--- src/ocl_pkg.sv ---
// Package of the operator console line controller: payload types, codes
// and the job record passed from the control unit to the result sequencer.
// No dependencies.
package ocl_pkg;

  localparam int unsigned LINE_CHARS_DEF = 81;

  localparam int unsigned WORD_W    = 36;
  localparam int unsigned CHAR_W    = 9;
  localparam int unsigned KEY_W     = 8;
  localparam int unsigned CHARS_PER_WORD = 4;
  localparam int unsigned READ_SHIFT = 27;

  // Item kinds on the input channel.
  localparam logic [1:0] OP_CMD  = 2'd0;
  localparam logic [1:0] OP_XFER = 2'd1;
  localparam logic [1:0] OP_KEY  = 2'd2;

  // Channel command codes.
  localparam logic [5:0] CMD_STATUS = 6'o00;
  localparam logic [5:0] CMD_READ   = 6'o23;
  localparam logic [5:0] CMD_WRITE  = 6'o33;
  localparam logic [5:0] CMD_RESET  = 6'o40;
  localparam logic [5:0] CMD_ALERT  = 6'o51;

  // Result kinds.
  localparam logic [1:0] KIND_STATUS = 2'd0;
  localparam logic [1:0] KIND_CHAR   = 2'd1;
  localparam logic [1:0] KIND_BELL   = 2'd2;

  // Status codes.
  localparam logic [1:0] ST_OK      = 2'd0;
  localparam logic [1:0] ST_REJECT  = 2'd1;
  localparam logic [1:0] ST_LENGTH  = 2'd2;
  localparam logic [1:0] ST_TIMEOUT = 2'd3;

  // Keyboard codes with a special meaning.
  localparam logic [7:0] KEY_DEL = 8'o177;
  localparam logic [7:0] KEY_BS  = 8'o010;
  localparam logic [7:0] KEY_FF  = 8'o014;
  localparam logic [7:0] KEY_CR  = 8'o015;

  // Terminal characters that are dropped in write mode besides zero.
  localparam logic [8:0] CHAR_RUBOUT = 9'o177;

  typedef enum logic [1:0] {
    MODE_NONE  = 2'd0,
    MODE_READ  = 2'd1,
    MODE_WRITE = 2'd2
  } mode_e;

  typedef struct packed {
    logic [1:0]        op;
    logic [5:0]        command_code;
    logic [5:0]        unit_code;
    logic [WORD_W-1:0] write_word;
    logic [KEY_W-1:0]  key_char;
  } in_t;

  typedef struct packed {
    logic [1:0]        kind;
    logic [1:0]        status;
    logic              line_done;
    logic [WORD_W-1:0] read_word;
    logic [CHAR_W-1:0] out_char;
    logic              last;
  } out_t;

  // Work left for one transaction: an optional bell, the terminal characters
  // still to send (bit 0 is the character in the top nine bits), and the
  // closing status result, which may carry the character read from the line.
  typedef struct packed {
    logic                      bell;
    logic [CHARS_PER_WORD-1:0] char_mask;
    logic [WORD_W-1:0]         chars;
    logic [1:0]                status;
    logic                      line_done;
    logic                      use_char;
  } job_t;

endpackage

--- src/operator_console_line_controller.sv ---
// Operator console line controller. Each cycle that the sequencer is free it
// takes one transaction: a channel command, a data transfer or a keystroke.
// A keystroke gives no result. Any other transaction gives one to five
// results (an alert two, a write transfer up to five), issued one per cycle
// through an output register while the output is not stalled; the next
// transaction is taken in the cycle its last result is issued. The line
// characters live in one synchronous memory of LINE_CHARS entries whose read
// data arrives in the cycle after the read transfer is taken; the line needs
// no clearing after reset.
module operator_console_line_controller #(
  parameter int unsigned LINE_CHARS = ocl_pkg::LINE_CHARS_DEF
) (
  input  logic          clk_i,
  input  logic          rst_ni,
  input  logic          in_valid_i,
  output logic          in_ready_o,
  input  ocl_pkg::in_t  in_data_i,
  output logic          out_valid_o,
  input  logic          out_ready_i,
  output ocl_pkg::out_t out_data_o
);

  localparam int unsigned ADDR_W = $clog2(LINE_CHARS);

  logic              accept;
  logic              job_valid;
  ocl_pkg::job_t     job;
  logic              mem_we;
  logic [ADDR_W-1:0] mem_waddr;
  logic [7:0]        mem_wdata;
  logic              mem_re;
  logic [ADDR_W-1:0] mem_raddr;
  logic [7:0]        mem_rdata;

  assign accept = in_valid_i && in_ready_o;

  ocl_ctrl #(
    .LINE_CHARS (LINE_CHARS)
  ) u_ctrl (
    .clk_i       (clk_i),
    .rst_ni      (rst_ni),
    .accept_i    (accept),
    .in_data_i   (in_data_i),
    .job_valid_o (job_valid),
    .job_o       (job),
    .mem_we_o    (mem_we),
    .mem_waddr_o (mem_waddr),
    .mem_wdata_o (mem_wdata),
    .mem_re_o    (mem_re),
    .mem_raddr_o (mem_raddr)
  );

  ocl_line_mem #(
    .DEPTH (LINE_CHARS)
  ) u_mem (
    .clk_i   (clk_i),
    .we_i    (mem_we),
    .waddr_i (mem_waddr),
    .wdata_i (mem_wdata),
    .re_i    (mem_re),
    .raddr_i (mem_raddr),
    .rdata_o (mem_rdata)
  );

  ocl_emit u_emit (
    .clk_i       (clk_i),
    .rst_ni      (rst_ni),
    .accept_i    (accept),
    .job_valid_i (job_valid),
    .job_i       (job),
    .rdata_i     (mem_rdata),
    .in_ready_o  (in_ready_o),
    .out_valid_o (out_valid_o),
    .out_ready_i (out_ready_i),
    .out_o       (out_data_o)
  );

endmodule

--- src/ocl_line_mem.sv ---
// Line buffer of the console controller: one synchronous memory with one
// write port and one registered read port. Depends on nothing.
module ocl_line_mem #(
  parameter int unsigned DEPTH  = 81,
  parameter int unsigned ADDR_W = $clog2(DEPTH)
) (
  input  logic              clk_i,
  input  logic              we_i,
  input  logic [ADDR_W-1:0] waddr_i,
  input  logic [7:0]        wdata_i,
  input  logic              re_i,
  input  logic [ADDR_W-1:0] raddr_i,
  output logic [7:0]        rdata_o
);

  logic [7:0] mem_q [DEPTH];
  logic [7:0] rdata_q;

  always_ff @(posedge clk_i) begin
    if (we_i) begin
      mem_q[waddr_i] <= wdata_i;
    end
    if (re_i) begin
      rdata_q <= mem_q[raddr_i];
    end
  end

  assign rdata_o = rdata_q;

endmodule

--- src/ocl_ctrl.sv ---
// Control unit of the console controller: holds mode, line indexes and the
// end-of-line flag, decodes each transaction and drives the line memory.
// Depends on ocl_pkg.
module ocl_ctrl #(
  parameter int unsigned LINE_CHARS = ocl_pkg::LINE_CHARS_DEF,
  parameter int unsigned IDX_W      = $clog2(LINE_CHARS + 1),
  parameter int unsigned ADDR_W     = $clog2(LINE_CHARS)
) (
  input  logic              clk_i,
  input  logic              rst_ni,
  input  logic              accept_i,
  input  ocl_pkg::in_t      in_data_i,
  output logic              job_valid_o,
  output ocl_pkg::job_t     job_o,
  output logic              mem_we_o,
  output logic [ADDR_W-1:0] mem_waddr_o,
  output logic [7:0]        mem_wdata_o,
  output logic              mem_re_o,
  output logic [ADDR_W-1:0] mem_raddr_o
);

  ocl_pkg::mode_e   mode_q, mode_d;
  logic [IDX_W-1:0] fill_q, fill_d;
  logic [IDX_W-1:0] read_q, read_d;
  logic [IDX_W-1:0] read_next;
  logic             eol_q, eol_d;
  logic             full;
  logic [ocl_pkg::CHAR_W-1:0] wchar [ocl_pkg::CHARS_PER_WORD];

  assign full = (fill_q >= IDX_W'(LINE_CHARS));

  always_comb begin
    for (int i = 0; i < int'(ocl_pkg::CHARS_PER_WORD); i++) begin
      wchar[i] = in_data_i.write_word[ocl_pkg::WORD_W-1-ocl_pkg::CHAR_W*i -: ocl_pkg::CHAR_W];
    end
  end

  always_comb begin
    mode_d      = mode_q;
    fill_d      = fill_q;
    read_d      = read_q;
    eol_d       = eol_q;
    read_next   = read_q;
    job_valid_o = 1'b0;
    job_o       = '0;
    mem_we_o    = 1'b0;
    mem_waddr_o = fill_q[ADDR_W-1:0];
    mem_wdata_o = in_data_i.key_char;
    mem_re_o    = 1'b0;
    mem_raddr_o = read_q[ADDR_W-1:0];

    if (accept_i) begin
      case (in_data_i.op)
        ocl_pkg::OP_CMD: begin
          job_valid_o = 1'b1;
          if (in_data_i.unit_code != 6'd0) begin
            job_o.status    = ocl_pkg::ST_REJECT;
            job_o.line_done = 1'b1;
          end else begin
            case (in_data_i.command_code)
              ocl_pkg::CMD_STATUS: ;
              ocl_pkg::CMD_READ: begin
                mode_d = ocl_pkg::MODE_READ;
                fill_d = '0;
                read_d = '0;
                eol_d  = 1'b0;
              end
              ocl_pkg::CMD_WRITE: mode_d = ocl_pkg::MODE_WRITE;
              ocl_pkg::CMD_RESET: mode_d = ocl_pkg::MODE_NONE;
              ocl_pkg::CMD_ALERT: job_o.bell = 1'b1;
              default: begin
                job_o.status    = ocl_pkg::ST_REJECT;
                job_o.line_done = 1'b1;
              end
            endcase
          end
        end

        ocl_pkg::OP_XFER: begin
          job_valid_o = 1'b1;
          case (mode_q)
            ocl_pkg::MODE_READ: begin
              if (!eol_q) begin
                job_o.status    = full ? ocl_pkg::ST_LENGTH : ocl_pkg::ST_TIMEOUT;
                job_o.line_done = 1'b1;
              end else begin
                // Past the line the character reads as zero and nothing is fetched.
                if (read_q < fill_q) begin
                  job_o.use_char = 1'b1;
                  mem_re_o       = 1'b1;
                  read_next      = read_q + 1'b1;
                end
                if (read_next >= fill_q) begin
                  read_d          = '0;
                  fill_d          = '0;
                  job_o.line_done = 1'b1;
                end else begin
                  read_d = read_next;
                end
              end
            end
            ocl_pkg::MODE_WRITE: begin
              job_o.chars = in_data_i.write_word;
              for (int i = 0; i < int'(ocl_pkg::CHARS_PER_WORD); i++) begin
                job_o.char_mask[i] = (wchar[i] != '0) && (wchar[i] != ocl_pkg::CHAR_RUBOUT);
              end
            end
            default: begin
              job_o.status    = ocl_pkg::ST_REJECT;
              job_o.line_done = 1'b1;
            end
          endcase
        end

        ocl_pkg::OP_KEY: begin
          if (!full && !eol_q) begin
            case (in_data_i.key_char)
              ocl_pkg::KEY_DEL, ocl_pkg::KEY_BS: begin
                if (fill_q != '0) begin
                  fill_d = fill_q - 1'b1;
                end
              end
              ocl_pkg::KEY_FF: ;
              ocl_pkg::KEY_CR: eol_d = 1'b1;
              default: begin
                mem_we_o = 1'b1;
                fill_d   = fill_q + 1'b1;
              end
            endcase
          end
        end

        default: ;
      endcase
    end
  end

  // A key write and a line read never come from the same transaction, and a
  // read needs the end of line, so a write always lands before it is read.
  always_ff @(posedge clk_i or negedge rst_ni) begin
    if (!rst_ni) begin
      mode_q <= ocl_pkg::MODE_NONE;
      fill_q <= '0;
      read_q <= '0;
      eol_q  <= 1'b0;
    end else begin
      mode_q <= mode_d;
      fill_q <= fill_d;
      read_q <= read_d;
      eol_q  <= eol_d;
    end
  end

endmodule

--- src/ocl_emit.sv ---
// Result sequencer of the console controller: holds the job of one
// transaction and issues its results, one per cycle while the output is not
// stalled, into an output register. Depends on ocl_pkg.
module ocl_emit (
  input  logic          clk_i,
  input  logic          rst_ni,
  input  logic          accept_i,
  input  logic          job_valid_i,
  input  ocl_pkg::job_t job_i,
  input  logic [7:0]    rdata_i,
  output logic          in_ready_o,
  output logic          out_valid_o,
  input  logic          out_ready_i,
  output ocl_pkg::out_t out_o
);

  ocl_pkg::job_t job_q, job_d;
  logic          job_valid_q, job_valid_d;
  ocl_pkg::out_t out_q, res;
  logic          out_valid_q, out_valid_d;
  logic          load;
  logic          job_last;
  logic          found;
  logic [ocl_pkg::CHARS_PER_WORD-1:0] clr;

  assign load       = job_valid_q && (!out_valid_q || out_ready_i);
  assign job_last   = !job_q.bell && (job_q.char_mask == '0);
  assign in_ready_o = !job_valid_q || (load && job_last);

  always_comb begin
    res   = '0;
    found = 1'b0;
    clr   = '0;
    if (job_q.bell) begin
      res.kind = ocl_pkg::KIND_BELL;
    end else if (job_q.char_mask != '0) begin
      res.kind = ocl_pkg::KIND_CHAR;
      for (int i = 0; i < int'(ocl_pkg::CHARS_PER_WORD); i++) begin
        if (!found && job_q.char_mask[i]) begin
          found        = 1'b1;
          clr[i]       = 1'b1;
          res.out_char = job_q.chars[ocl_pkg::WORD_W-1-ocl_pkg::CHAR_W*i -: ocl_pkg::CHAR_W];
        end
      end
    end else begin
      res.kind      = ocl_pkg::KIND_STATUS;
      res.status    = job_q.status;
      res.line_done = job_q.line_done;
      res.last      = 1'b1;
      if (job_q.use_char) begin
        res.read_word = {1'b0, rdata_i, ocl_pkg::READ_SHIFT'(0)};
      end
    end
  end

  always_comb begin
    job_d       = job_q;
    job_valid_d = job_valid_q;
    out_valid_d = out_valid_q;
    if (out_valid_q && out_ready_i) begin
      out_valid_d = 1'b0;
    end
    if (load) begin
      out_valid_d = 1'b1;
      if (job_q.bell) begin
        job_d.bell = 1'b0;
      end else begin
        job_d.char_mask = job_q.char_mask & ~clr;
      end
      if (job_last) begin
        job_valid_d = 1'b0;
      end
    end
    if (accept_i && job_valid_i) begin
      job_d       = job_i;
      job_valid_d = 1'b1;
    end
  end

  always_ff @(posedge clk_i or negedge rst_ni) begin
    if (!rst_ni) begin
      job_valid_q <= 1'b0;
      out_valid_q <= 1'b0;
    end else begin
      job_valid_q <= job_valid_d;
      out_valid_q <= out_valid_d;
    end
  end

  always_ff @(posedge clk_i) begin
    job_q <= job_d;
    if (load) begin
      out_q <= res;
    end
  end

  assign out_valid_o = out_valid_q;
  assign out_o       = out_q;

endmodule

--- config.mk ---
export PLATFORM = sky130hd
export DESIGN_NAME = operator_console_line_controller
export DESIGN_NICKNAME = d
export VERILOG_FILES = /design/src/ocl_pkg.sv /design/src/operator_console_line_controller.sv /design/src/ocl_line_mem.sv /design/src/ocl_ctrl.sv /design/src/ocl_emit.sv
export SDC_FILE = /design/constraint.sdc
export NUM_CORES = 1
export LEC_CHECK = 0
export BUFFER_PORTS_ARGS = -buffer_cell sky130_fd_sc_hd__buf_2
export CORE_MARGIN = 2
export CORE_UTILIZATION = 40
export DETAILED_ROUTE_END_ITERATION = 10
export PLACE_DENSITY_LB_ADDON = 0.3
export SKIP_LAST_GASP = 1
export SLEW_MARGIN = 5
export SYNTH_ARGS = -nofsm -noshare
export SYNTH_HDL_FRONTEND = slang
export SYNTH_SLANG_ARGS = --single-unit
export TNS_END_PERCENT = 1
--- constraint.sdc ---
create_clock -name clk_i -period 4 [get_ports clk_i]
set_input_delay 0.8 -clock clk_i [delete_from_list [all_inputs] [get_ports clk_i]]
set_output_delay 0.8 -clock clk_i [all_outputs]
set_load 0.02 [all_outputs]
## After elaboration in Yosys (flattened, before gate mapping)

Memories as Yosys holds them, arrays and structs flattened. A register that Yosys moved wholly into a read port is not among the register bits.
Cells that the tools add are included.

- Bitwise gates (word level): 5
- Reductions and logical operators: 56
- Equality and inequality tests: 26
- Add/sub/neg operators: 3
- Magnitude comparators: 3
- Multiplexer cells: 79

Operators by type and width:

| operator | count |
|---|---|
| 2-to-1 mux 7 bit | 15 |
| 2-to-1 mux 45 bit | 2 |
| 2-to-1 mux 40 bit | 2 |
| 2-to-1 mux 1 bit | 42 |
| 2-to-1 mux 9 bit | 4 |
| != test 9 x 7 -> 1 bit (second input constant) | 4 |
| nonzero test 9 bit | 4 |
| one-hot mux 7 bit (2 select lines) | 2 |
| == test 8 x 4 -> 1 bit (second input constant) | 3 |
| one-hot mux 7 bit (3 select lines) | 1 |
| adder 7 x 1 -> 7 bit (second input constant) | 2 |
| logical AND 1 bit | 14 |
| == test 6 x 5 -> 1 bit (second input constant) | 2 |
| == test 6 bit (second input constant) | 2 |
| 2-to-1 mux 4 bit | 3 |
| != test 2 bit (second input constant) | 6 |
| one-hot mux 3 bit (2 select lines) | 2 |
| AND reduction 6 bit | 2 |
| AND reduction 10 bit | 1 |
| nonzero test 2 bit | 5 |
| OR reduction 2 bit | 5 |
| == test 8 x 7 -> 1 bit (second input constant) | 1 |
| zero test 1 bit | 8 |
| >= comparator 7 bit | 1 |
| 29 further kinds | 39 |

- Word-level logic and storage cells: 192
- RAM bits: 648
- Bits in registers: 115
- Memories: 1
- Bits of input ports: 62
- Output and inout bits: 53

Memory list:

| memory | words | bits a word | rd ports | clocked after Yosys merged registers in | wr ports | RTL line | text |
|---|---|---|---|---|---|---|---|
| u_mem.mem_q | 81 | 8 | 1 | 1 | 1 | ocl_line_mem.sv:16 | `logic [7:0] mem_q [DEPTH];` |

## Longest topological paths before layout

Gate-level depths: netlist (run 1).

- Depth after elaboration: 23
- Gate-level depth with buffers: 16
- Gate-level depth less buffers: 14

## Hierarchy

From an unflattened synthesis (run 1), not the netlist that was laid out.

- Cell total of the unflattened synthesis: 1,697
- Area total of the unflattened synthesis: 30,835.8 µm²

Modules (own cells, without submodules):

| module | instances | area an instance (µm²) | cells each |
|---|---|---|---|
| ocl_line_mem | 1 | 25,535.7 | 1,197 |
| ocl_emit | 1 | 2,946.6 | 202 |
| ocl_ctrl | 1 | 2,347.3 | 297 |
| operator_console_line_controller | 1 | 6.3 | 1 |

## Worst setup path before layout (run 1)

No wires, ideal clock.

- Path kind: register -> register
- Start point: reg u_ctrl.read_q[0], in the netlist u_ctrl.mem_raddr_o[0]
- End point: reg u_ctrl.fill_q[6], in the netlist u_ctrl.mem_waddr_o[6]
- Path slack: -221 ps
- Buffers on the path: 5
- Setup time: 126 ps
- Clock period less this slack: 4,221 ps
- Stages on the path, launching flop included: 15
- Data arrival time: 4,095 ps
- Cell sequence: dfrtp_1 buf_2 buf_2 buf_2 buf_2 o211ai_1 or3_1 nand2_1 ha_1 nand4_1 o311ai_0 nor2_1 or3_1 buf_6 a221o_1

- Longest elaborated chain between the ends: 9
- Elaborated cells between the ends (all ways): 10

Ends and longest elaborated chain:

| element | RTL line | text |
|---|---|---|
| start: declaration | ocl_ctrl.sv:24 | `logic [IDX_W-1:0] read_q, read_d;` |
| start signal: assignment | ocl_ctrl.sv:149 | `read_q <= read_d;` |
| adder 7 x 1 -> 7 bit or < comparator 7 bit (tied branches) | ocl_ctrl.sv:91, ocl_ctrl.sv:88 |  |
| 2-to-1 mux 7 bit * | ocl_ctrl.sv:88 | `if (read_q < fill_q) begin` |
| 2-to-1 mux 7 bit * | ocl_ctrl.sv:83 | `if (!eol_q) begin` |
| 2-to-1 mux 7 bit * | ocl_ctrl.sv:81 | `case (mode_q)` |
| 2-to-1 mux 7 bit * | ocl_ctrl.sv:53 | `case (in_data_i.op)` |
| 2-to-1 mux 7 bit * | ocl_ctrl.sv:52 | `if (accept_i) begin` |
| >= comparator 7 bit * | ocl_ctrl.sv:93 | `if (read_next >= fill_q) begin` |
| != test 2 x 1 -> 1 bit (no line) * | n/a |  |
| AND reduction 10 bit (no line) * | n/a |  |
| end signal: assignment | ocl_ctrl.sv:148 | `fill_q <= fill_d;` |
| end: declaration | ocl_ctrl.sv:23 | `logic [IDX_W-1:0] fill_q, fill_d;` |

Every way passes the cells marked *; elsewhere a longest branch is shown, timed or not. The select of a mux whose other input is x is not followed.
A chain may end at the register's enable or synchronous reset.

## Worst setup path in the final report (run 1)

- Start point: reg u_ctrl.fill_q[6], in the netlist u_ctrl.mem_waddr_o[6]
- End point: reg u_ctrl.fill_q[6], in the netlist u_ctrl.mem_waddr_o[6]

- Longest elaborated chain between the ends: 9
- Elaborated cells between the ends (all ways): 21

Ends and longest elaborated chain:

| element | RTL line |
|---|---|
| < comparator 7 bit | ocl_ctrl.sv:88 |
| 2-to-1 mux 7 bit | ocl_ctrl.sv:88 |
| 2-to-1 mux 7 bit | ocl_ctrl.sv:83 |
| 2-to-1 mux 7 bit | ocl_ctrl.sv:81 |
| 2-to-1 mux 7 bit | ocl_ctrl.sv:53 |
| 2-to-1 mux 7 bit | ocl_ctrl.sv:52 |
| >= comparator 7 bit | ocl_ctrl.sv:93 |
| != test 2 x 1 -> 1 bit (no line) | n/a |
| AND reduction 10 bit (no line) | n/a |

Parallel ways exist; a longest one is shown, timed or not. The select of a mux whose other input is x is not followed.

==> parameters.txt, run 1 <==
Parameter                              Value

Worst setup path
  Startpoint type of the worst setup path    register
  Top fanout value on the critical path    7
  Biggest cell delay along the critical path    0.47 ns
  Endpoint required time on the critical path    4.52 ns
  Critical path buffer and inverter count    1
  CP Class    reg -> reg
  Arrival @ worst endpoint    4.24 ns
  Sort of element at the end of the critical path    register
  Largest delay share family, worst path    compound AO/OA/AOI/OAI gates
  Worst-path cell with the longest stage delay    sky130_fd_sc_hd__dfrtp_1
  Sequence of cells on the critical path    inv_1, ha_1, a21o_1, nor2_1, o21ai_0, nor3_1, xor2_1, ha_1, nand4_1, o311ai_2, nor2_1, or3_4, a221o_1

Yosys
  #FFs+latches synth    roughly 740
  Post-synth cell types    between 70 and 80
  Post-synth top area cell    sky130_fd_sc_hd__edfxtp_1
  Synthesized area    30,300 um2
  Top cell type's share of synthesized area    71.8%
  Synth area leaders    sky130_fd_sc_hd__edfxtp_1 72%, sky130_fd_sc_hd__mux4_2 11%, sky130_fd_sc_hd__nor2_1 1.7%
  Number of synthesized flops with an enable pin    724
  Synthesized area divided by synthesized cell count    18.0 um2
  Cell count after synthesis    1,685
  Async set-reset flop share out of synthesis    under 10%
  Portion of the post-synthesis area used by sequential elements    73.3%
  Main synth FF type    sky130_fd_sc_hd__edfxtp_1
  Number of warnings issued by yosys    0

Die
  Height of the chip    279 um
  Die area    slightly below 80,000 um2
  Effective utilization at floorplan    40.6%
  Top-Level Pins    115
  Num rows    100
  Total core area    74,700 um2
  Chip Width    279 um

Placement
  Worst slack at placement    0.208 ns
  Routability-driven placement congestion ratio    ~0.88
  Port buffer count    86
  Final HPWL from detailed placement    ~46,000 um

CTS
  Clk buf depth    3
  Clock slew seen by the registers of the worst setup and hold paths    0.06 ns
  Clock insertion delay at the later pin of the skew report    0.65 ns
  Level count of the clock H-tree    3
  Setup bufs post-CTS    0
  Resized Gates After CTS    0
  CTS Buf Count    a little under 80
  Post-cts hold buffer count    0
  TritonCTS clock tree    yes
  Sinks on the clock net    between 700 and 800
  Library cell used as clock root buffer    sky130_fd_sc_hd__clkbuf_16

Final layout
  Number of fill cells    6,237
  Area grow syn2layout    14.9%
  Number of diodes added for antenna fixing    0
  Number of nets at the end of the flow    1,930
  Fraction of layout cells with a size suffix above 1    23.6%
  Leading cell types in the layout, fill and taps excluded    724 x sky130_fd_sc_hd__edfxtp_1, 150 x sky130_fd_sc_hd__mux4_2, 141 x sky130_fd_sc_hd__nor2_1
  Commonest non-fill, non-tap cell in the layout    sky130_fd_sc_hd__edfxtp_1

Global routing
  Layer with the highest usage    met2
  M1 GR Usage    between 20% and 30%
  Overall track demand over capacity in global routing    a little under a fifth
  Number of antenna violations at the first check in global routing    2
  Met3 global-route usage    2.95%
  Maximum number of pins on one net before global-route repair    150
  Via count of the first global-routing pass    16,435
  Wire length of the first global-routing pass    109,000 um
  Met2 GRT Util    just over 30%
  Aggregate global routing overflow    0

Detailed routing
  Drt via density    5.67
  Detailed-routing iteration count for the pre-antenna-repair pass    5
  DRC marker count from the first detailed-route iteration    1,553
  Wire length per cell    25.7 um
  Remaining DRCs    0
  Count of nets left with antenna violations after detail routing    0
  Total wire length    73,900 um
  Total via count after detailed routing    16,307

STA
  Worst-case headroom to the max-slew limit    16.3%
  Timing-limited maximum frequency    0.269 GHz
  Part of the cycle the worst path needs    92.9%
  Final setup violation count    0
  Worst Max-Slew Pin Slew    approximately 1.3 ns
  Post-route setup slack    0.286 ns
  Unrepaired setup endpoints after global routing    false
  Number of endpoints with negative hold slack in the final report    0
  Fin. max-slew vios    0
  Worst Skew    0.0366 ns
  Fin crit period    3.71 ns
  Setup TNS Final    0 ns

Power and ir drop
  Static leakage    0.0117 uW
  IR Drop Worst-Case VDD    about 0.34 mV
  Power Density    523 nW/um2

Status
  Result of the run    finished clean

Run
  Max-capacitance violation count    0

Worst hold path
  Worst hold path class    in -> async
-- final timing paths --
kind | slack [ns] | startpoint | to | depth (start not counted)
max in group asynchronous | 3.40 | rst_ni | u_ctrl.mem_raddr_o[0] | 1
setup reg to reg | 0.29 | u_ctrl.mem_waddr_o[6] | u_ctrl.mem_waddr_o[6] | 13
setup / recovery | 0.29 | u_ctrl.mem_waddr_o[6] | u_ctrl.mem_waddr_o[6] | 13
hold / removal | 0.17 | rst_ni | u_ctrl.mem_waddr_o[4] | 1
hold reg to reg | 0.53 | u_emit.job_q[3] | u_emit.out_o[48] | 1
min in group clk_i | 0.49 | in_data_i[15] | u_emit.job_q[11] | 2
-- final cells by class --
class | instances | area, um2 | area share [%]
multi-input cells | 835 | 7560 | 21.7
repair buffers | 163 | 1110 | 3.19
inverters | 25 | 93.8 | 0.270
flip-flops and latches | 743 | 22200 | 63.9
well taps | 969 | 1210 | 3.48
clock inverters | 57 | 627 | 1.80
clock buffers | 86 | 1980 | 5.69
-- synth_stat cells, types with 7 or more instances --
master / count
sky130_fd_sc_hd__nand2b_1: 7
sky130_fd_sc_hd__a22oi_1: 44
sky130_fd_sc_hd__and3_1: 9
sky130_fd_sc_hd__buf_1: 7
sky130_fd_sc_hd__nand4_1: 11
sky130_fd_sc_hd__and2_1: 43
sky130_fd_sc_hd__a21oi_1: 44
sky130_fd_sc_hd__o22ai_1: 10
sky130_fd_sc_hd__ha_1: 21
sky130_fd_sc_hd__o31ai_1: 7
sky130_fd_sc_hd__nand3_1: 41
sky130_fd_sc_hd__inv_1: 24
sky130_fd_sc_hd__mux4_2: 150
sky130_fd_sc_hd__o21ai_0: 28
sky130_fd_sc_hd__nor4_1: 13
sky130_fd_sc_hd__buf_2: 18
sky130_fd_sc_hd__clkbuf_1: 53
sky130_fd_sc_hd__edfxtp_1: 724
sky130_fd_sc_hd__nor2_1: 141
sky130_fd_sc_hd__nor3_1: 18
sky130_fd_sc_hd__mux2i_1: 39
sky130_fd_sc_hd__nor2b_1: 13
sky130_fd_sc_hd__dfrtp_1: 19
sky130_fd_sc_hd__a221oi_1: 9
sky130_fd_sc_hd__o221ai_1: 13
sky130_fd_sc_hd__buf_4: 28
sky130_fd_sc_hd__nand2_1: 69
-- stage by stage --
stage	hold WS, ns	total power (uW)	area, um2	util (%)	instances
after floorplan	0.491	10200	30400	-	1712
after detailed placement	0.506	11100	32200	43.1	2735
after global routing	0.179	18800	34800	46.6	2878
final	0.168	18200	34800	46.6	2878
after CTS	0.146	18300	34800	46.6	2878
after global placement	0.504	11000	32200	43.1	2735
-- cell families after synthesis --
logic type      count (synthesis)  share of synthesized area, %
xor+xnor                        8                         0.231
mux                           194                          12.6
compound gates                194                          4.48
buf+inv                       134                          2.14
flops                         743                          73.3
other cells                     1                        0.0124
fa+ha+maj                      22                         0.933
simple gates                  389                          6.25
-- power breakdown --
part | total, uW | internal (uW) | switching, uW
clock | 7300 | 4220 | 3080
combinational | 2030 | 644 | 1390
sequential | 8860 | 8770 | 86.3
-- flip-flops by register name (all words and copies together) (netlist names) --
register	flops
u_ctrl.mem_waddr_o	7
u_emit.out_valid_o	1
u_mem.mem_q	648
u_emit.job_q	45
u_mem.rdata_o	8
u_ctrl.eol_q	1
u_ctrl.mode_q	2
u_emit.job_valid_q	1
u_ctrl.mem_raddr_o	7
u_emit.out_o	23
-- layer usage --
| layer | share of wire, % | wire, um |
|---|---|---|
| met1 | 43 | 32100 |
| met2 | 48 | 35600 |
| met3 | 6.1 | 4510 |
| met4 | 2.3 | 1730 |
| met5 | 0.018 | 13 |
No activity file was read; power rests on OpenSTA's default activity.
==> run 2, diff against run 1 <==
- CORE_MARGIN: 2 -> 10
- SETUP_SLACK_MARGIN: not set -> 0.4
==> parameters.txt, run 2 (synthesis gave the netlist of run 1 again) <==
Parameter                              Value

Worst setup path
  CP Class    reg -> reg
  Capture instance of the worst register-to-register path    u_ctrl.mem_waddr_o[6]
  Endpoint required time on the critical path    4.49 ns (-0.03 ns)
  Worst-path cell with the longest stage delay    sky130_fd_sc_hd__or3_4
  Worst flop-to-flop path startpoint    u_ctrl.mem_waddr_o[3]
  Sort of element at the end of the critical path    register
  Arrival @ worst endpoint    4.12 ns (-0.12 ns)
  Largest delay share family, worst path    compound AO/OA/AOI/OAI gates
  Sequence of cells on the critical path    inv_2, ha_1, o21a_1, o211ai_1, o211ai_1, or3_4, nand2_4, ha_4, nand4_1, o311ai_4, nor2_2, or3_4, a221o_1
  Reg2Reg Depth    13 (unchanged)
  Top fanout value on the critical path    7 (unchanged)
  Startpoint type of the worst setup path    register
  Worst setup slack for register-to-register paths    0.37 ns (+0.09 ns)
  Critical path buffer and inverter count    1 (unchanged)
  Biggest cell delay along the critical path    0.45 ns (-0.02 ns)

Placement
  Routability-driven placement congestion ratio    0.831 (-6.1%)
  Final HPWL from detailed placement    45,900 um (about the same)
  Port buffer count    86 (unchanged)

CTS
  Sinks on the clock net    743 (unchanged)
  Clock slew seen by the registers of the worst setup and hold paths    0.06 ns (about the same)
  TritonCTS clock tree    yes
  Library cell used as clock root buffer    sky130_fd_sc_hd__clkbuf_16
  Clock insertion delay at the later pin of the skew report    0.64 ns (about the same)
  Clk buf depth    3 (unchanged)
  CTS Buf Count    79 (+1.3%)
  Level count of the clock H-tree    3 (unchanged)
  Post-cts hold buffer count    0 (unchanged)

Final layout
  Commonest non-fill, non-tap cell in the layout    sky130_fd_sc_hd__edfxtp_1
  Number of nets at the end of the flow    1,927 (-0.16%)
  Register with the most flip-flops    u_mem.mem_q
  Fraction of layout cells with a size suffix above 1    24.3% (+0.72 points)
  Leading cell types in the layout, fill and taps excluded    724 x sky130_fd_sc_hd__edfxtp_1, 150 x sky130_fd_sc_hd__mux4_2, 140 x sky130_fd_sc_hd__nor2_1
  Area grow syn2layout    15.5%
  Number of diodes added for antenna fixing    0 (unchanged)
  Flip-flop count of the largest register, all copies and words added    648 (unchanged)

Die
  Num rows    100 (unchanged)
  Effective utilization at floorplan    40.5% (-0.068 points)
  Top-Level Pins    115 (unchanged)
  Chip Width    295 um (+5.7%)
  Die area    87,100 um2 (+12%)
  Total core area    74,800 um2 (+0.17%)
  Height of the chip    295 um (+5.7%)

STA
  Part of the cycle the worst path needs    90.7% (-2.2 points)
  Fin crit period    3.63 ns (-0.0868 ns)
  Worst hold slack    0.158 ns (-0.0100 ns)
  Timing-limited maximum frequency    0.276 GHz (+2.4%)
  Unrepaired setup endpoints after global routing    true
  Worst-case headroom to the max-slew limit    34.9% (+19 points)
  Worst Max-Slew Pin Slew    0.977 ns (-0.279 ns)
  Final setup violation count    0 (unchanged)
  Fin. max-slew vios    0 (unchanged)
  Number of endpoints with negative hold slack in the final report    0 (unchanged)
  Worst Skew    0.0280 ns (-0.00854 ns)
  Setup TNS Final    0 ns (unchanged)

Power and ir drop
  PnR Total Power    18,400 uW (+1.4%)
  IR Drop Worst-Case VDD    0.309 mV (-9.3%)
  Static leakage    0.0117 uW (+0.57%)
  Power Density    527 nW/um2 (+0.79%)

Detailed routing
  Remaining DRCs    0 (unchanged)
  Total via count after detailed routing    16,303 (-0.025%)
  Count of nets left with antenna violations after detail routing    0 (unchanged)
  Total wire length    74,800 um (+1.2%)
  Detailed-routing iteration count for the pre-antenna-repair pass    5 (unchanged)
  Wire length per cell    26.0 um (+1.3%)
  Drt via density    5.67 (about the same)
  DRC marker count from the first detailed-route iteration    1,633 (+5.2%)

Global routing
  Wire length of the first global-routing pass    110,000 um (+0.47%)
  Aggregate global routing overflow    0 (unchanged)
  Via count of the first global-routing pass    16,395 (-0.24%)
  Number of antenna violations at the first check in global routing    1 (-1)
  Maximum number of pins on one net before global-route repair    150 (unchanged)
  Overall track demand over capacity in global routing    17.0% (-2.1 points)

Worst hold path
  Worst hold path class    in -> async

Status
  Result of the run    finished clean

Run
  Max-capacitance violation count    0 (unchanged)
run 2: worst max path at each step:
stage / start / to / slack [ns] / depth (start not counted)
global route: u_ctrl.mem_waddr_o[3] / u_ctrl.mem_waddr_o[6] / 0.23 / 13
floorplan: u_ctrl.mem_waddr_o[3] / u_ctrl.mem_waddr_o[6] / 0.41 / 15
global placement: u_ctrl.mem_waddr_o[4] / u_ctrl.mem_waddr_o[6] / 0.16 / 13
detailed placement: u_ctrl.mem_waddr_o[4] / u_ctrl.mem_waddr_o[6] / 0.15 / 13
finish: u_ctrl.mem_waddr_o[3] / u_ctrl.mem_waddr_o[6] / 0.37 / 13
CTS: u_ctrl.mem_waddr_o[3] / u_ctrl.mem_waddr_o[6] / 0.41 / 13
run 2: per-layer routing:
layer	track usage [%]	wire, um	vias up
met2	26.1	34500	657
li1	-	-	7065
met1	23.7	32000	8446
met5	0	0	-
met3	3.75	6110	135
met4	5.50	2210	0
run 2: metrics by stage:
stage                     instance area (um2)  utilization (%)  cells  setup slack (ns)
final                                   35000             46.8   2875             0.372
after detailed placement                32100             42.9   2721             0.147
after CTS                               34900             46.6   2866             0.410
after floorplan                         30400                -   1712             0.413
after global routing                    35000             46.8   2875             0.232
after global placement                  32100             42.9   2721             0.161
run 2: layout make-up:
type	count	area (um2)
fill	6191	39800
sequential	743	22200
multi-input combinational	835	7650
clock buffer	91	2080
tap	969	1210
timing repair buffer	159	1120
clock inverter	53	619
inverter	25	93.8
run 2: power breakdown:
| group | switching (uW) | internal [uW] | leakage (uW) |
|---|---|---|---|
| Combinational | 1390 | 649 | 0.00365 |
| Clock | 3060 | 4480 | 0.00131 |
| Sequential | 88.3 | 8780 | 0.00677 |
| Total | 4540 | 13900 | 0.0117 |
run 2: timing repair:
| item | 4_1_cts | 5_1_grt |
|---|---|---|
| pin swaps | 5 | 11 |
| resized for setup | 5 | 14 |
| setup endpoints to repair | 15 | 15 |
| buffers inserted | 1 | 9 |
==> run 3, diff against run 2 <==
- BUFFER_PORTS_ARGS: -buffer_cell sky130_fd_sc_hd__buf_2 -> -buffer_cell sky130_fd_sc_hd__buf_4
==> parameters.txt, run 3 (synthesis gave the netlist of run 1 again) <==
Parameter                              Value

Global routing
  Overall track demand over capacity in global routing    17.0% (+0.073 points)
  Wire length of the first global-routing pass    111,000 um (+0.87%)
  Aggregate global routing overflow    0 (unchanged)
  Maximum number of pins on one net before global-route repair    93 (-38%)
  Number of antenna violations at the first check in global routing    1 (unchanged)
  Via count of the first global-routing pass    16,602 (+1.3%)

Final layout
  Area grow syn2layout    15.8%
  Commonest non-fill, non-tap cell in the layout    sky130_fd_sc_hd__edfxtp_1
  Number of nets at the end of the flow    1,947 (+1.0%)
  Final non-filler cell area    35,100 um2 (+0.25%)
  Flip-flop count of the largest register, all copies and words added    648 (unchanged)
  Number of diodes added for antenna fixing    0 (unchanged)
  Register with the most flip-flops    u_mem.mem_q
  Leading cell types in the layout, fill and taps excluded    724 x sky130_fd_sc_hd__edfxtp_1, 169 x sky130_fd_sc_hd__buf_4, 150 x sky130_fd_sc_hd__mux4_2
  Fraction of layout cells with a size suffix above 1    24.3% (-0.059 points)

Power and ir drop
  Net switching power    4540 uW (+0.11%)
  Static leakage    0.0118 uW (+0.68%)
  Flop pwr share    49.1% (+1.0 points)
  Combinational fraction of design power    11.9% (+0.8 points)
  IR Drop Worst-Case VDD    0.294 mV (-5.0%)
  Part of the power in the clock network    39.0% (-1.9 points)
  Internal power of the cells    13,500 uW (-2.9%)
  Power Density    514 nW/um2 (-2.4%)
  Sw Ratio    25.2% (+0.56 points)

CTS
  Clock insertion delay at the later pin of the skew report    0.64 ns (about the same)
  Clk buf depth    3 (unchanged)
  Post-cts hold buffer count    0 (unchanged)
  Sinks on the clock net    743 (unchanged)
  CTS Buf Count    79 (unchanged)
  Library cell used as clock root buffer    sky130_fd_sc_hd__clkbuf_16
  Clock slew seen by the registers of the worst setup and hold paths    0.07 ns (about the same)
  Level count of the clock H-tree    3 (unchanged)
  TritonCTS clock tree    yes

Worst setup path
  Sequence of cells on the critical path    buf_4, buf_4, mux4_2, a22oi_1, a21oi_1, o21ai_0, nand3_1
  Arrival @ worst endpoint    3.93 ns (-0.19 ns)
  Source of the critical timing path    u_ctrl.mem_raddr_o[1]
  Endpoint required time on the critical path    4.29 ns (-0.20 ns)
  Largest delay share family, worst path    buffers and inverters
  CP Class    reg -> reg
  Worst flop-to-flop path startpoint    u_ctrl.mem_raddr_o[1]
  Worst-path cell with the longest stage delay    sky130_fd_sc_hd__buf_4
  Sort of element at the end of the critical path    register
  Top fanout value on the critical path    69 (+62)
  Startpoint type of the worst setup path    register
  Biggest cell delay along the critical path    0.84 ns (+0.39 ns)
  Cell occurring most often along the worst timing path    sky130_fd_sc_hd__buf_4
  Critical path buffer and inverter count    2 (+1)

Status
  Result of the run    finished clean

Die
  Chip Width    295 um (unchanged)
  Total core area    74,800 um2 (unchanged)
  Top-Level Pins    115 (unchanged)
  Num rows    100 (unchanged)
  Height of the chip    295 um (unchanged)
  Effective utilization at floorplan    40.5% (unchanged)
  Die area    87,100 um2 (unchanged)

STA
  Part of the cycle the worst path needs    90.9% (+0.19 points)
  Post-route setup slack    0.365 ns (-0.00754 ns)
  Worst-case headroom to the max-slew limit    30.5% (-4.3 points)
  Final setup violation count    0 (unchanged)
  Worst Max-Slew Pin Slew    1.04 ns (+0.0651 ns)
  Timing-limited maximum frequency    0.275 GHz (-0.21%)
  Fin. max-slew vios    0 (unchanged)
  Unrepaired setup endpoints after global routing    true
  Worst Skew    0.0346 ns (+0.00660 ns)
  Worst hold slack    0.0390 ns (-0.119 ns)
  Fin crit period    3.64 ns (+0.00754 ns)
  Number of endpoints with negative hold slack in the final report    0 (unchanged)

Detailed routing
  Drt via density    5.67 (about the same)
  Total wire length    74,900 um (+0.18%)
  Remaining DRCs    0 (unchanged)
  Detailed-routing iteration count for the pre-antenna-repair pass    5 (unchanged)
  Wire length per cell    25.9 um (-0.41%)
  Count of nets left with antenna violations after detail routing    0 (unchanged)
  Total via count after detailed routing    16,405 (+0.63%)
  DRC marker count from the first detailed-route iteration    1,509 (-7.6%)

Placement
  Standard cell area after detailed placement    32,500 um2 (+1.1%)
  Routability-driven placement congestion ratio    0.844 (+1.6%)
  Final HPWL from detailed placement    47,500 um (+3.4%)
  Port buffer count    86 (unchanged)
  Worst slack at placement    -0.0299 ns (-0.177 ns)

Worst hold path
  Worst hold path class    in -> async

Run
  Max-capacitance violation count    0 (unchanged)
==> run 3: worst paths after layout <==
| kind | endpoint | slack [ns] | cells past startpoint |
|---|---|---|---|
| min | u_emit.job_valid_q | 0.04 | 1 |
| max | u_mem.rdata_o[5] | 0.36 | 7 |
| max in group asynchronous | u_ctrl.mem_waddr_o[6] | 3.69 | 1 |
| min reg2reg | u_emit.out_o[48] | 0.53 | 1 |
| max reg2reg | u_mem.rdata_o[5] | 0.36 | 7 |
| min in group clk_i | u_emit.job_q[6] | 0.47 | 2 |
==> run 3: layer usage <==
layer | vias up | track usage (%) | share of wire (%)
met3 | 130 | 3.95 | 7.9
li1 | 7090 | - | -
met1 | 8532 | 23.3 | 42
met5 | - | 0.623 | 0.095
met2 | 651 | 26.7 | 47
met4 | 2 | 5.41 | 2.8
==> run 3: power by group through the flow <==
stage                     Combinational (uW)  Clock [uW]  Sequential [uW]
final                                   2160        7030             8860
after global routing                    2300        7470             8880
after CTS                               2140        7180             8860
after detailed placement                2110           0             9020
after global placement                  2110           0             9020
after floorplan                         1060           0             9120
==> run 3: worst reg2reg max path, stage by stage (launching register included) <==
cell                      delay (ns)
sky130_fd_sc_hd__dfrtp_4        0.41
sky130_fd_sc_hd__buf_4          0.32
sky130_fd_sc_hd__buf_4          0.85
sky130_fd_sc_hd__mux4_2         0.49
sky130_fd_sc_hd__a22oi_1        0.32
sky130_fd_sc_hd__a21oi_1        0.18
sky130_fd_sc_hd__o21ai_0        0.46
sky130_fd_sc_hd__nand3_1        0.27
==> run 3: through the flow <==
stage,TNS [ns],std cells,util [%],power (uW)
4_1_cts,0,2887,46.8,18200
2_1_floorplan,0,1712,-,10200
5_1_grt,0,2892,46.9,18700
3_5_place_dp,-0.0299,2744,43.4,11100
6_report,0,2892,46.9,18000
3_3_place_gp,0,2744,43.4,11100
==> run 3: cell type report <==
class | instances | area, um2
clock inverter | 42 | 404
tap | 969 | 1210
multi-input combinational | 835 | 7610
timing repair buffer | 179 | 1470
sequential | 743 | 22200
inverter | 25 | 93.8
fill | 6271 | 39700
clock buffer | 99 | 2080
==> run 3: what timing repair did <==
item / CTS / global route
pin swaps: 2 / 8
setup buffers: 2 / 5
setup endpoints to repair: 8 / 19
resized for setup: 3 / 7
